==> src/design/gbdi_pkg.sv <==
// Shared widths, register indexes, types and helpers for the gyro bias deadband integrator.
package gbdi_pkg;

   // Block configuration
   localparam int CAL_SAMPLES = 512;
   localparam int RATE_W      = 16;

   // Port field widths
   localparam int SAMPLE_W    = 16;
   localparam int TS_W        = 32;
   localparam int ANGLE_W     = 32;
   localparam int DEADBAND_W  = 15;
   localparam int SCALE_W     = 16;
   localparam int DT_W        = 16;
   localparam int ACC_W       = 64;
   localparam int FRAC_W      = 16;

   // Configuration port
   localparam int CSR_INDEX_W = 4;
   localparam int CSR_DATA_W  = 16;
   localparam logic [CSR_INDEX_W-1:0] REG_DEADBAND = 4'd0;
   localparam logic [CSR_INDEX_W-1:0] REG_SCALE    = 4'd1;
   localparam logic [DEADBAND_W-1:0]  DEADBAND_RST = 15'd150;
   localparam logic [SCALE_W-1:0]     SCALE_RST    = 16'd500;

   // Calibration arithmetic: shift is floor(log2(CAL_SAMPLES))
   localparam int CAL_SHIFT = $clog2(CAL_SAMPLES + 1) - 1;
   localparam int CNT_W     = $clog2(CAL_SAMPLES + 1);
   localparam int SUM_W     = RATE_W + $clog2(CAL_SAMPLES);
   localparam int BIAS_W    = SUM_W - CAL_SHIFT;
   localparam int CORR_W    = BIAS_W + 1;
   localparam int CMP_W     = (CORR_W > DEADBAND_W) ? CORR_W : DEADBAND_W;

   // Shared shift-add multiplier: MA_W x MB_W, one multiplier bit per cycle
   localparam int MA_W   = SCALE_W + DT_W;
   localparam int MB_W   = (CORR_W > DT_W) ? CORR_W : DT_W;
   localparam int MP_W   = MA_W + MB_W;
   localparam int MCNT_W = $clog2(MB_W);

   typedef struct packed {
      logic busy;
      logic done;
   } mult_stat_type;

   // Take the low RATE_W bits of the sample as a signed value
   function automatic logic signed [RATE_W-1:0] rate_ext(input logic [SAMPLE_W-1:0] raw);
      logic [RATE_W-1:0] v;
      for (int i = 0; i < RATE_W; i++) begin
         v[i] = (i < SAMPLE_W) ? raw[i] : 1'b0;
      end
      return $signed(v);
   endfunction

endpackage

==> src/design/gyro_bias_deadband_integrator.sv <==
// Top level of the gyro yaw-rate integrator with start-up bias calibration and deadband.
//
// Channels: req_ carries one sample per beat (rate sample and millisecond timestamp),
// rsp_ returns exactly one beat per sample (angle in millidegrees, calibrating flag),
// csr_ writes deadband_counts (index 0) or angle_scale (index 1); csr_ready is always high.
// After reset the first CAL_SAMPLES beats calibrate: each goes through S_DONE, which loads
// the output register with angle 0 and the calibrating flag set once that register is free;
// the block returns to idle as it loads the result and only then takes the next sample.
// Later samples remove the bias, apply the deadband and run two passes through one
// shared shift-add multiplier (elapsed ms times scale, then times the rate magnitude),
// one multiplier bit per cycle, MB_W bits per pass (17 at the default widths), with the
// done flag of the first pass starting the second. The block takes one sample at a time
// and is ready again once the result is loaded into the output register.
// Reset puts the block back into calibration, clears the accumulated angle and reloads
// the register defaults (deadband 150, scale 500).
// A stalled receiver holds the result in the output register; the next sample is still
// accepted and processed, and its result waits until the output register frees up.
module gyro_bias_deadband_integrator (
   input  logic                              clock,
   input  logic                              reset,
   // req_tdata fields, low bit up: rate_sample[15:0], timestamp_ms[47:16]
   input  logic                              req_tvalid,
   output logic                              req_tready,
   input  logic [47:0]                       req_tdata,
   // rsp_tdata fields, low bit up: angle_mdeg[31:0]
   output logic                              rsp_tvalid,
   input  logic                              rsp_tready,
   output logic [31:0]                       rsp_tdata,
   // rsp_tuser fields, low bit up: calibrating[0]
   output logic [0:0]                        rsp_tuser,
   input  logic                              csr_valid,
   output logic                              csr_ready,
   input  logic [gbdi_pkg::CSR_INDEX_W-1:0]  csr_index,
   input  logic [gbdi_pkg::CSR_DATA_W-1:0]   csr_data
);

   localparam logic [2:0] S_IDLE = 3'd0;
   localparam logic [2:0] S_MUL1 = 3'd1;
   localparam logic [2:0] S_MUL2 = 3'd2;
   localparam logic [2:0] S_DONE = 3'd3;

   logic [2:0]                             state_ff, state_in;
   logic                                   cal_active_ff, cal_active_in;
   logic [gbdi_pkg::CNT_W-1:0]             cal_count_ff, cal_count_in;
   logic signed [gbdi_pkg::SUM_W-1:0]      rate_sum_ff, rate_sum_in;
   logic signed [gbdi_pkg::BIAS_W-1:0]     bias_ff, bias_in;
   logic [gbdi_pkg::TS_W-1:0]              last_ts_ff, last_ts_in;
   logic [gbdi_pkg::DEADBAND_W-1:0]        deadband_ff, deadband_in;
   logic [gbdi_pkg::SCALE_W-1:0]           scale_ff, scale_in;
   logic [gbdi_pkg::CORR_W-1:0]            mag_ff, mag_in;
   logic                                   neg_ff, neg_in;
   logic                                   res_cal_ff, res_cal_in;
   logic                                   rsp_valid_ff, rsp_valid_in;
   logic [gbdi_pkg::ANGLE_W-1:0]           rsp_angle_ff, rsp_angle_in;
   logic                                   rsp_cal_ff, rsp_cal_in;

   logic                                   req_beat;
   logic signed [gbdi_pkg::RATE_W-1:0]     rate_s;
   logic [gbdi_pkg::TS_W-1:0]              now_ts;
   logic signed [gbdi_pkg::SUM_W-1:0]      sum_next;
   logic signed [gbdi_pkg::SUM_W-1:0]      sum_shr;
   logic signed [gbdi_pkg::CORR_W-1:0]     corr;
   logic [gbdi_pkg::CORR_W-1:0]            corr_mag;
   logic [gbdi_pkg::TS_W-1:0]              ts_diff;
   logic [gbdi_pkg::DT_W-1:0]              dt;

   logic                                   mult_start;
   logic [gbdi_pkg::MA_W-1:0]              mult_a;
   logic [gbdi_pkg::MB_W-1:0]              mult_b;
   gbdi_pkg::mult_stat_type                mult_stat;
   logic [gbdi_pkg::MP_W-1:0]              mult_p;
   logic                                   acc_en;
   logic [gbdi_pkg::ANGLE_W-1:0]           acc_angle;

   assign req_tready = (state_ff == S_IDLE);
   assign req_beat   = req_tvalid && req_tready;
   assign csr_ready  = 1'b1;

   // Sample decode
   assign rate_s = gbdi_pkg::rate_ext(req_tdata[gbdi_pkg::SAMPLE_W-1:0]);
   assign now_ts = req_tdata[gbdi_pkg::SAMPLE_W+gbdi_pkg::TS_W-1:gbdi_pkg::SAMPLE_W];

   // Calibration running sum and floor-shifted bias
   assign sum_next = rate_sum_ff + gbdi_pkg::SUM_W'(rate_s);
   assign sum_shr  = sum_next >>> gbdi_pkg::CAL_SHIFT;

   // Bias removal, magnitude for the deadband and the multiplier
   assign corr     = gbdi_pkg::CORR_W'(rate_s) - gbdi_pkg::CORR_W'(bias_ff);
   assign corr_mag = corr[gbdi_pkg::CORR_W-1] ? gbdi_pkg::CORR_W'(-corr)
                                              : gbdi_pkg::CORR_W'(corr);

   // Elapsed time wraps modulo 2^32 and saturates to the dt width
   assign ts_diff = now_ts - last_ts_ff;
   assign dt      = (ts_diff[gbdi_pkg::TS_W-1:gbdi_pkg::DT_W] != '0) ? '1
                                                                    : ts_diff[gbdi_pkg::DT_W-1:0];

   always_comb begin
      state_in      = state_ff;
      cal_active_in = cal_active_ff;
      cal_count_in  = cal_count_ff;
      rate_sum_in   = rate_sum_ff;
      bias_in       = bias_ff;
      last_ts_in    = last_ts_ff;
      deadband_in   = deadband_ff;
      scale_in      = scale_ff;
      mag_in        = mag_ff;
      neg_in        = neg_ff;
      res_cal_in    = res_cal_ff;
      rsp_valid_in  = rsp_valid_ff;
      rsp_angle_in  = rsp_angle_ff;
      rsp_cal_in    = rsp_cal_ff;
      mult_start    = 1'b0;
      mult_a        = gbdi_pkg::MA_W'(scale_ff);
      mult_b        = gbdi_pkg::MB_W'(dt);
      acc_en        = 1'b0;

      // Register writes; indexes beyond the list fall through
      if (csr_valid && csr_ready) begin
         case (csr_index)
            gbdi_pkg::REG_DEADBAND: deadband_in = csr_data[gbdi_pkg::DEADBAND_W-1:0];
            gbdi_pkg::REG_SCALE:    scale_in    = csr_data[gbdi_pkg::SCALE_W-1:0];
            default: ;
         endcase
      end

      // Drop the output beat once the receiver takes it
      if (rsp_valid_ff && rsp_tready) begin
         rsp_valid_in = 1'b0;
      end

      case (state_ff)
         S_IDLE: begin
            if (req_beat) begin
               if (cal_active_ff) begin
                  rate_sum_in  = sum_next;
                  cal_count_in = cal_count_ff + 1'b1;
                  if (cal_count_ff == gbdi_pkg::CNT_W'(gbdi_pkg::CAL_SAMPLES - 1)) begin
                     // last calibration sample: latch bias and reference time
                     bias_in       = gbdi_pkg::BIAS_W'(sum_shr);
                     last_ts_in    = now_ts;
                     cal_active_in = 1'b0;
                  end
                  res_cal_in = 1'b1;
                  state_in   = S_DONE;
               end else begin
                  last_ts_in = now_ts;
                  // magnitude strictly below the deadband counts as zero
                  mag_in     = (gbdi_pkg::CMP_W'(corr_mag) < gbdi_pkg::CMP_W'(deadband_ff))
                             ? '0 : corr_mag;
                  neg_in     = corr[gbdi_pkg::CORR_W-1];
                  res_cal_in = 1'b0;
                  mult_start = 1'b1;   // first pass: dt * scale
                  state_in   = S_MUL1;
               end
            end
         end
         S_MUL1: begin
            if (mult_stat.done) begin
               // second pass: (dt * scale) * |rate|
               mult_start = 1'b1;
               mult_a     = mult_p[gbdi_pkg::MA_W-1:0];
               mult_b     = gbdi_pkg::MB_W'(mag_ff);
               state_in   = S_MUL2;
            end
         end
         S_MUL2: begin
            if (mult_stat.done) begin
               acc_en   = 1'b1;
               state_in = S_DONE;
            end
         end
         S_DONE: begin
            // hold until the output register is free
            if (!rsp_valid_ff || rsp_tready) begin
               rsp_valid_in = 1'b1;
               rsp_angle_in = res_cal_ff ? '0 : acc_angle;
               rsp_cal_in   = res_cal_ff;
               state_in     = S_IDLE;
            end
         end
         default: begin
            state_in = S_IDLE;
         end
      endcase
   end

   always_ff @(posedge clock) begin
      mag_ff       <= mag_in;
      neg_ff       <= neg_in;
      res_cal_ff   <= res_cal_in;
      rsp_angle_ff <= rsp_angle_in;
      rsp_cal_ff   <= rsp_cal_in;
      if (reset) begin
         state_ff      <= S_IDLE;
         cal_active_ff <= 1'b1;
         cal_count_ff  <= '0;
         rate_sum_ff   <= '0;
         bias_ff       <= '0;
         last_ts_ff    <= '0;
         deadband_ff   <= gbdi_pkg::DEADBAND_RST;
         scale_ff      <= gbdi_pkg::SCALE_RST;
         rsp_valid_ff  <= 1'b0;
      end else begin
         state_ff      <= state_in;
         cal_active_ff <= cal_active_in;
         cal_count_ff  <= cal_count_in;
         rate_sum_ff   <= rate_sum_in;
         bias_ff       <= bias_in;
         last_ts_ff    <= last_ts_in;
         deadband_ff   <= deadband_in;
         scale_ff      <= scale_in;
         rsp_valid_ff  <= rsp_valid_in;
      end
   end

   gbdi_serial_mult u_mult (
      .clock   (clock),
      .reset   (reset),
      .start   (mult_start),
      .mcand   (mult_a),
      .mplier  (mult_b),
      .stat    (mult_stat),
      .product (mult_p)
   );

   gbdi_accum u_accum (
      .clock    (clock),
      .reset    (reset),
      .add_en   (acc_en),
      .prod_mag (mult_p),
      .prod_neg (neg_ff),
      .angle    (acc_angle)
   );

   assign rsp_tvalid   = rsp_valid_ff;
   assign rsp_tdata    = rsp_angle_ff;
   assign rsp_tuser[0] = rsp_cal_ff;

endmodule

==> src/design/gbdi_serial_mult.sv <==
// Unsigned shift-add multiplier that retires one multiplier bit per cycle.
module gbdi_serial_mult (
   input  logic                           clock,
   input  logic                           reset,
   input  logic                           start,
   input  logic [gbdi_pkg::MA_W-1:0]      mcand,
   input  logic [gbdi_pkg::MB_W-1:0]      mplier,
   output gbdi_pkg::mult_stat_type        stat,
   output logic [gbdi_pkg::MP_W-1:0]      product
);

   logic [gbdi_pkg::MA_W-1:0]   mcand_ff, mcand_in;
   logic [gbdi_pkg::MP_W-1:0]   prod_ff, prod_in;
   logic [gbdi_pkg::MCNT_W-1:0] cnt_ff, cnt_in;
   logic                        busy_ff, busy_in;
   logic                        done_ff, done_in;
   logic [gbdi_pkg::MA_W:0]     step_sum;

   // Add the multiplicand into the upper half when the current bit is set
   assign step_sum = {1'b0, prod_ff[gbdi_pkg::MP_W-1:gbdi_pkg::MB_W]}
                   + (prod_ff[0] ? {1'b0, mcand_ff} : '0);

   always_comb begin
      mcand_in = mcand_ff;
      prod_in  = prod_ff;
      cnt_in   = cnt_ff;
      busy_in  = busy_ff;
      done_in  = 1'b0;
      if (start) begin
         mcand_in = mcand;
         prod_in  = {{gbdi_pkg::MA_W{1'b0}}, mplier};
         cnt_in   = '0;
         busy_in  = 1'b1;
      end else if (busy_ff) begin
         prod_in = {step_sum, prod_ff[gbdi_pkg::MB_W-1:1]};
         cnt_in  = cnt_ff + 1'b1;
         if (cnt_ff == gbdi_pkg::MCNT_W'(gbdi_pkg::MB_W - 1)) begin
            busy_in = 1'b0;
            done_in = 1'b1;
         end
      end
   end

   always_ff @(posedge clock) begin
      mcand_ff <= mcand_in;
      prod_ff  <= prod_in;
      cnt_ff   <= cnt_in;
      if (reset) begin
         busy_ff <= 1'b0;
         done_ff <= 1'b0;
      end else begin
         busy_ff <= busy_in;
         done_ff <= done_in;
      end
   end

   assign stat.busy = busy_ff;
   assign stat.done = done_ff;
   assign product   = prod_ff;

endmodule

==> src/design/gbdi_accum.sv <==
// Saturating Q16 angle accumulator with a clamped 32-bit millidegree view.
module gbdi_accum (
   input  logic                           clock,
   input  logic                           reset,
   input  logic                           add_en,
   input  logic [gbdi_pkg::MP_W-1:0]      prod_mag,
   input  logic                           prod_neg,
   output logic [gbdi_pkg::ANGLE_W-1:0]   angle
);

   logic signed [gbdi_pkg::ACC_W-1:0] acc_ff, acc_in;
   logic signed [gbdi_pkg::MP_W:0]    term;
   logic signed [gbdi_pkg::ACC_W:0]   sum;
   logic [gbdi_pkg::ACC_W-gbdi_pkg::FRAC_W-gbdi_pkg::ANGLE_W:0] hi;

   assign term = prod_neg ? -$signed({1'b0, prod_mag}) : $signed({1'b0, prod_mag});
   assign sum  = (gbdi_pkg::ACC_W + 1)'(acc_ff) + (gbdi_pkg::ACC_W + 1)'(term);

   always_comb begin
      acc_in = acc_ff;
      if (add_en) begin
         if (sum[gbdi_pkg::ACC_W] != sum[gbdi_pkg::ACC_W-1]) begin
            // clamp at the signed limits instead of wrapping
            acc_in = sum[gbdi_pkg::ACC_W] ? {1'b1, {(gbdi_pkg::ACC_W-1){1'b0}}}
                                          : {1'b0, {(gbdi_pkg::ACC_W-1){1'b1}}};
         end else begin
            acc_in = sum[gbdi_pkg::ACC_W-1:0];
         end
      end
   end

   always_ff @(posedge clock) begin
      if (reset) begin
         acc_ff <= '0;
      end else begin
         acc_ff <= acc_in;
      end
   end

   // Floor shift by the fraction, then clamp to the output range
   assign hi = acc_ff[gbdi_pkg::ACC_W-1:gbdi_pkg::FRAC_W+gbdi_pkg::ANGLE_W-1];

   always_comb begin
      if (hi == '0 || hi == '1) begin
         angle = acc_ff[gbdi_pkg::FRAC_W+gbdi_pkg::ANGLE_W-1:gbdi_pkg::FRAC_W];
      end else if (acc_ff[gbdi_pkg::ACC_W-1]) begin
         angle = {1'b1, {(gbdi_pkg::ANGLE_W-1){1'b0}}};
      end else begin
         angle = {1'b0, {(gbdi_pkg::ANGLE_W-1){1'b1}}};
      end
   end

endmodule

==> config.mk <==
export PLATFORM = sky130hd
export DESIGN_NAME = gyro_bias_deadband_integrator
export DESIGN_NICKNAME = d
export VERILOG_FILES = /design/src/design/gbdi_pkg.sv /design/src/design/gyro_bias_deadband_integrator.sv /design/src/design/gbdi_serial_mult.sv /design/src/design/gbdi_accum.sv
export SDC_FILE = /design/constraint.sdc
export NUM_CORES = 1
export LEC_CHECK = 0
export BUFFER_PORTS_ARGS = -buffer_cell sky130_fd_sc_hd__buf_2
export CAP_MARGIN = 20
export CORE_MARGIN = 10
export CORE_UTILIZATION = 57
export CTS_CLUSTER_DIAMETER = 50
export DETAILED_ROUTE_END_ITERATION = 6
export PLACE_DENSITY = 0.73
export SLEW_MARGIN = 5
export SYNTH_ARGS = -nofsm -noshare
export SYNTH_HDL_FRONTEND = slang
export SYNTH_SLANG_ARGS = --single-unit
==> constraint.sdc <==
create_clock -name clock -period 7.5 [get_ports clock]
set_input_delay 1.125 -clock clock [delete_from_list [all_inputs] [get_ports clock]]
set_output_delay 1.125 -clock clock [all_outputs]
set_load 0.03 [all_outputs]
==> key figures, run 1 <==
Clock network
  – CTS Buf Count: 45
  – Latest clock arrival within the worst-skew pair: 0.58 ns
  – CTS Buffer Depth: 3
  – Clock sinks: 322
  – H-tree depth: 2
  – Root buffer cell: clkbuf_16
  – Postcts setup bufs: 0
  – Post_cts resized: 0
  – Cts hold-fix bufs: 0
  – Clk slew on worst S/H paths: 0.06 ns
  – CTS tree: done

Timing
  – Final min period: 6.915 ns
  – Fmax: 144.6 MHz
  – Final worst slack: 0.5847 ns
  – Final Skew: 0.02244 ns
  – Worst-margin pin slew: 1.149 ns
  – Relative slew margins: 0.2325
  – Final Slew Violations: 0
  – Final setup TNS: 0 ns
  – RSZ-0062 raised after global routing: false
  – Final hold violations: 0
  – Final setup vio count: 0
  – Final period utilization: 0.9220

Route
  – Final wirelength: 66.03 mm
  – Vias per cell: 6.031
  – DRT Pass-1 Iters: 6
  – WL/cell: 18.54 um
  – Routed via count: 21480
  – ANT nets after route: 0
  – Drt initial violations: 1536
  – Drt drc: 0

Setup path
  – CP cell instances: or3_1 -> or2_1 -> nor2_1 -> nand3_1 -> or3_1 -> nand2b_1 -> nor2_1 -> nand4_1 -> o31a_1 -> ha_1 -> a21o_1 -> a21o_1 -> a21oi_2 -> o21ai_0 -> and4_1 -> and2_1 -> a221oi_2 -> xor2_4 -> buf_4 -> maj3_1 -> a211oi_1
  – Largest stage delay, worst path: 0.68 ns
  – Worst Path Arrival: 7.38 ns
  – CP Max Fanout: 19
  – Worst Setup Start Kind: flip-flop
  – CP Class: reg2reg
  – R2r setup slk: 0.58 ns
  – Crit end category: flip-flop
  – WP data required: 7.97 ns
  – Slowest-stage cell, CP: o31a_1

Yosys
  – Synthesized area: 23710 um2
  – Syn Inst Count: 2959
  – Post-Synth Adder-Cell Area: 0.1195
  – Yosys warning count: 0
  – Post-Synth XOR/XNOR Area: 0.07682
  – Flip-flop and latch count after synthesis: 322
  – Synth Area in Simple Gates: 0.2054
  – Mean Syn Cell Area: 8.014 um2
  – Post-synthesis compound-gate area fraction: 0.2327
  – Ys async rst share: 0
  – Syn_nets: 3228
  – Mux cell area share after synthesis: 0.007281
  – Sequential area share after synthesis: 0.3145
  – Netlist cell types: 96
  – Dominant synthesized flop cell: dfxtp_1
  – Post-synth EDFFs: 101
  – Largest family of logic cells by synthesized area: compound AO/OA/AOI/OAI gates

Final layout
  – Fillers: 3570
  – Multi-input logic area: 15290 um2
  – Area grow syn2layout: 10.37%
  – Fin nets: 3261
  – Post-Layout Cell Count: 3562
  – Share of layout cells above drive strength 1: 0.08254
  – Reg area: 7457 um2
  – Fin util: 0.6381

Power and ir drop
  – Sw Pwr: 1.418 mW
  – Worst IR Drop VDD: 0.1909 mV
  – Sw Ratio: 0.2866
  – Clock power share: 0.450
  – Reg power frac: 0.383
  – PwrDens: 189.1 nW/um2
  – Lkg Pwr: 10.55 nW
  – Comb power frac: 0.166
  – P_int: 3.530 mW

Status
  – Outcome: completed

Die
  – Die X: 224.0 um
  – Initial Util: 0.5782
  – IO Pins: 109
  – Area of the core: 41020 um2
  – Site row count: 74
  – Die height: 224.0 um
  – DIE AREA: 50160 um2

Worst hold path
  – HP Class: reg2reg

GRT
  – Initial antenna violation count: 1
  – Largest net degree at the start of global routing: 120
  – Vias in the first global route: 20340
  – Overflow after GRT: 0
  – Total global-route track usage: 0.2549
  – First-pass GRT wire length: 106.0 mm

Placement
  – GPL Wtd Cong: 0.9527
  – DP HPWL: 49.56 mm
  – DP Worst Slack: 0.6679 ns
  – Cells after DPL: 3476
  – Number of port buffers: 107

Flow run
  – Max cap viols: 0
[cells in the mapped netlist (39+ instances only)]
cell type,count,area (um2)
dfxtp_1,221,4424
and2_1,45,281.5
nand2_1,408,1531
o21ai_0,106,530.5
or3_1,39,244.0
a21oi_1,286,1431
inv_1,124,465.5
xnor2_1,155,1358
nor2_1,289,1085
ha_1,191,2390
clkbuf_1,133,499.2
xor2_1,53,464.2
o21ai_1,43,215.2
nor3_1,54,270.3
a21o_1,94,705.7
edfxtp_1,101,3033
a211oi_1,78,585.6
[path summary, 6_finish.rpt]
| kind | from | endpoint | depth (start not counted) |
|---|---|---|---|
| max | u_mult.product[3] | u_accum.acc_ff[37] | 21 |
| min | last_ts_ff[11] | last_ts_ff[11] | 2 |
| max reg2reg | u_mult.product[3] | u_accum.acc_ff[37] | 21 |
| min reg2reg | last_ts_ff[11] | last_ts_ff[11] | 2 |
[power by group through the flow]
stage / Clock, mW / Sequential [mW] / Combinational (mW)
2_1_floorplan: 0 / 1.95 / 0.581
3_3_place_gp: 0 / 1.93 / 0.779
3_5_place_dp: 0 / 1.93 / 0.806
4_1_cts: 2.26 / 1.90 / 0.813
5_1_grt: 2.33 / 1.90 / 0.918
6_report: 2.23 / 1.90 / 0.823
[final cells by class]
type | instances | share of cell area
diodes | 1 | 0.00009561
clock buffers | 60 | 0.04876
clock inverters | 24 | 0.01076
inverters | 125 | 0.01793
multi-input cells | 2367 | 0.5842
flip-flops and latches | 322 | 0.2849
well taps | 532 | 0.02543
repair buffers | 131 | 0.02787
[kinds of logic (layout without fill, tap and decap cells)]
group                      count (synthesis)  count (layout)
adders and majority gates                230             230
other                                      1               2
AOI/OAI and AO/OA                        852             852
and+or+nand+nor                         1059            1059
buffers and inverters                    270             340
DFF                                      322             322
xor gates and xnor gates                 208             208
muxes                                     17              17
[metal layers]
layer  up-vias  GRT usage  wire (um)
li1      10690          -          -
met1     10020     0.3184      28220
met2       627     0.4362      31730
met3       149    0.03345       3487
met4         0     0.1044       2586
met5         -          0          0
[layout by cell type, fill, tap and decap left out, types with 43 or more instances in the layout]
cell       Yosys  layout
o21ai_0      106     106
and2_1        45      45
edfxtp_1     101     101
ha_1         191     191
a211oi_1      78      78
a21o_1        94      94
nor3_1        54      54
nor2_1       289     287
o21ai_1       43      43
nand2_1      408     408
a21oi_1      286     286
xnor2_1      155     154
buf_2          6     106
xor2_1        53      52
dfxtp_1      221     221
clkbuf_16      0      48
inv_1        124     124
[state kept, by name, indices dropped and copies added (netlist names)]
name	count
rsp_tdata	32
mag_ff	17
u_mult.mcand_ff	32
u_mult.product	49
rsp_tvalid	1
u_mult.done_ff	1
last_ts_ff	32
res_cal_ff	1
cal_active_ff	1
u_mult.busy_ff	1
scale_ff	16
cal_count_ff	10
u_accum.acc_ff	64
deadband_ff	15
u_mult.cnt_ff	5
neg_ff	1
bias_ff	16
rate_sum_ff	25
rsp_tuser	1
state_ff	2
[metrics by stage]
stage / area, um2 / hold WS, ns / total power, mW
final: 26170 / 0.4502 / 4.949
after global routing: 26170 / 0.4703 / 5.147
after CTS: 26160 / 0.4524 / 4.968
after detailed placement: 24600 / 0.4447 / 2.739
after global placement: 24600 / 0.4374 / 2.709
after floorplan: 23710 / 0.4064 / 2.530
[worst max-delay path: cells and delay by family, from the launching register on]
family / cells / cell delay (ns)
adder cells (fa/ha/maj): 2 / 0.90
AND/OR/NAND/NOR: 10 / 2.68
XOR/XNOR: 1 / 0.23
AO/OA/AOI/OAI: 7 / 2.23
flip-flops: 1 / 0.45
buffers and inverters: 1 / 0.28
Power figures use the tool's default switching activity.
==> inputs of run 2 (changes only) <==
==> constraint.sdc (replaced) <==
create_clock -name clock -period 7.5 [get_ports clock]
set_input_delay 0.375 -clock clock [delete_from_list [all_inputs] [get_ports clock]]
set_output_delay 0.375 -clock clock [all_outputs]
set_load 0.03 [all_outputs]
==> key figures, run 2 (synthesis gave the netlist of run 1 again) <==
Status
  – Outcome: completed (unchanged)

Clock network
  – CTS Buf Count: 46 (was 45)
  – Postcts setup bufs: 0 (unchanged)
  – Post_cts resized: 0 (unchanged)
  – Latest clock arrival within the worst-skew pair: 0.59 ns (was 0.58 ns)
  – Clock sinks: 322 (unchanged)
  – Root buffer cell: clkbuf_16 (unchanged)
  – CTS Buffer Depth: 3 (unchanged)
  – Clk slew on worst S/H paths: 0.06 ns (about the same)
  – H-tree depth: 2 (unchanged)
  – CTS tree: done (unchanged)

Timing
  – Relative slew margins: 0.2448 (was 0.2325)
  – Fmax: 144.3 MHz (was 144.6 MHz)
  – Worst-margin pin slew: 1.130 ns (was 1.149 ns)
  – RSZ-0062 raised after global routing: false (unchanged)
  – Final min period: 6.930 ns (was 6.915 ns)
  – Final period utilization: 0.9239 (was 0.9220)
  – Final hold violations: 0 (unchanged)
  – Final setup TNS: 0 ns (unchanged)
  – Final Slew Violations: 0 (unchanged)
  – Worst hold margin: 0.02553 ns (was 0.4502 ns)
  – Final setup vio count: 0 (unchanged)
  – Final Skew: 0.03083 ns (was 0.02244 ns)

Final layout
  – Fin nets: 3266 (was 3261)
  – Post-Layout Cell Count: 3568 (was 3562)
  – Area grow syn2layout: 10.76% (was 10.37%)
  – Share of layout cells above drive strength 1: 0.08336 (was 0.08254)
  – Most common cell after layout, fill and taps aside: nand2_1 (unchanged)
  – Commonest cells after routing, fill and taps aside: 408 x nand2_1, 287 x nor2_1, 286 x a21oi_1 (unchanged)
  – Top reg by flops: u_accum.acc_ff (unchanged)
  – Fillers: 3583 (was 3570)
  – Design Area, Final: 26270 um2 (was 26170 um2)
  – Flip-flop count of the largest register after layout: 64 (unchanged)

Setup path
  – R2r setup slk: 0.57 ns (was 0.58 ns)
  – CP Max Fanout: 19 (unchanged)
  – Reg2Reg Depth: 21 (unchanged)
  – Worst r2r dst: u_accum.acc_ff[48] (was u_accum.acc_ff[37])
  – Crit end category: flip-flop (unchanged)
  – Worst Setup Start Kind: flip-flop (unchanged)
  – WP data required: 7.97 ns (about the same)
  – Worst Path Arrival: 7.40 ns (was 7.38 ns)
  – CP Class: reg2reg (unchanged)
  – Critical path startpoint: u_mult.product[3] (unchanged)
  – CP endpoint: u_accum.acc_ff[48] (was u_accum.acc_ff[37])
  – Critical R2R Launch: u_mult.product[3] (unchanged)

Die
  – DIE AREA: 50160 um2 (unchanged)
  – Die X: 224.0 um (unchanged)
  – Initial Util: 0.5782 (unchanged)
  – Area of the core: 41020 um2 (unchanged)
  – Site row count: 74 (unchanged)
  – IO Pins: 109 (unchanged)
  – Die height: 224.0 um (unchanged)

Power and ir drop
  – PwrDens: 190.7 nW/um2 (was 189.1 nW/um2)
  – Clock power share: 0.457 (was 0.450)
  – PnR Total Power: 5.008 mW (was 4.949 mW)
  – Worst IR Drop VDD: 0.1884 mV (was 0.1909 mV)
  – Lkg Pwr: 10.60 nW (was 10.55 nW)
  – Sw Pwr: 1.439 mW (was 1.418 mW)
  – Comb power frac: 0.164 (was 0.166)
  – Reg power frac: 0.379 (was 0.383)
  – Sw Ratio: 0.2874 (was 0.2866)
  – P_int: 3.569 mW (was 3.530 mW)

Route
  – Routed via count: 21590 (was 21480)
  – Final wirelength: 66.61 mm (was 66.03 mm)
  – ANT nets after route: 0 (unchanged)
  – WL/cell: 18.67 um (was 18.54 um)
  – Vias per cell: 6.052 (was 6.031)
  – Drt drc: 0 (unchanged)
  – Drt initial violations: 1619 (was 1536)
  – DRT Pass-1 Iters: 5 (was 6)

Worst hold path
  – HP Class: in2reg (was reg2reg)
  – HP Start: csr_data[8] (was last_ts_ff[11])

GRT
  – Initial antenna violation count: 1 (unchanged)
  – Vias in the first global route: 20520 (was 20340)
  – Overflow after GRT: 0 (unchanged)
  – First-pass GRT wire length: 107.2 mm (was 106.0 mm)
  – Total global-route track usage: 0.2575 (was 0.2549)
  – Largest net degree at the start of global routing: 120 (unchanged)

Placement
  – Post-DP Area: 24600 um2 (unchanged)
  – Number of port buffers: 107 (unchanged)
  – DP HPWL: 49.98 mm (was 49.56 mm)
  – Cells after DPL: 3476 (unchanged)
  – GPL Wtd Cong: 0.9510 (was 0.9527)

Flow run
  – Max cap viols: 0 (unchanged)
run 2: cell types whose count changed in the layout (fill, tap and decap cells not counted), sizes merged:
cell | before | now
dlygate4sd3 | 0 | 5
clkbuf | 60 | 63
buf | 131 | 130
inv | 135 | 136
clkinvlp | 3 | 1
run 2: layout make-up:
class	instances	area (um2)	share of cell area
Inverter	125	469.2	0.01786
Clock buffer	63	1319	0.05021
Clock inverter	23	296.5	0.01129
Timing Repair Buffer	135	764.5	0.02911
Sequential cell	322	7457	0.2839
Multi-Input combinational cell	2367	15290	0.5822
Antenna cell	1	2.502	0.00009527
Tap cell	532	665.6	0.02534
run 2: what timing repair did:
| item | 4_1_cts | 5_1_grt |
|---|---|---|
| endpoints found under the setup margin | 0 | 0 |
| hold endpoints to repair | 5 | 0 |
| hold buffers | 5 | 0 |
run 2: power by group through the flow:
stage / clock, mW / sequential, mW / combinational [mW]
after floorplan: 0 / 1.95 / 0.581
after global placement: 0 / 1.93 / 0.779
after detailed placement: 0 / 1.93 / 0.809
after CTS: 2.32 / 1.90 / 0.816
after global routing: 2.40 / 1.90 / 0.909
final: 2.29 / 1.90 / 0.823
run 2: layer usage:
metal | track usage | routed length [um]
met1 | 0.3220 | 28510
met2 | 0.4390 | 31700
met3 | 0.04024 | 3855
met4 | 0.09785 | 2540
met5 | 0 | 0
run 2: worst min-delay path by stage:
stage | to | depth (start not counted)
floorplan | res_cal_ff | 0
finish | scale_ff[8] | 3
CTS | deadband_ff[7] | 2
global route | deadband_ff[7] | 2
detailed placement | last_ts_ff[8] | 2
global placement | last_ts_ff[13] | 2
run 2: stage by stage:
stage,utilization,setup slack [ns]
floorplan,-,1.859
finish,0.6404,0.5705
CTS,0.6403,0.6251
detailed placement,0.5997,0.6561
global placement,0.5997,0.8614
global route,0.6404,0.1744
run 2: critical path, stage by stage (launching register included):
cell,delay (ns)
edfxtp_1,0.45
or3_1,0.41
or2_1,0.23
nor2_1,0.15
nand3_1,0.18
or3_1,0.47
nand2b_1,0.28
nor2_1,0.23
nand4_1,0.40
o31a_1,0.69
ha_1,0.53
a21o_1,0.22
a21o_1,0.18
a21oi_2,0.27
o21ai_0,0.13
and4_1,0.23
and2_1,0.15
a221oi_2,0.47
xor2_4,0.22
buf_4,0.28
maj3_1,0.37
a211oi_1,0.26
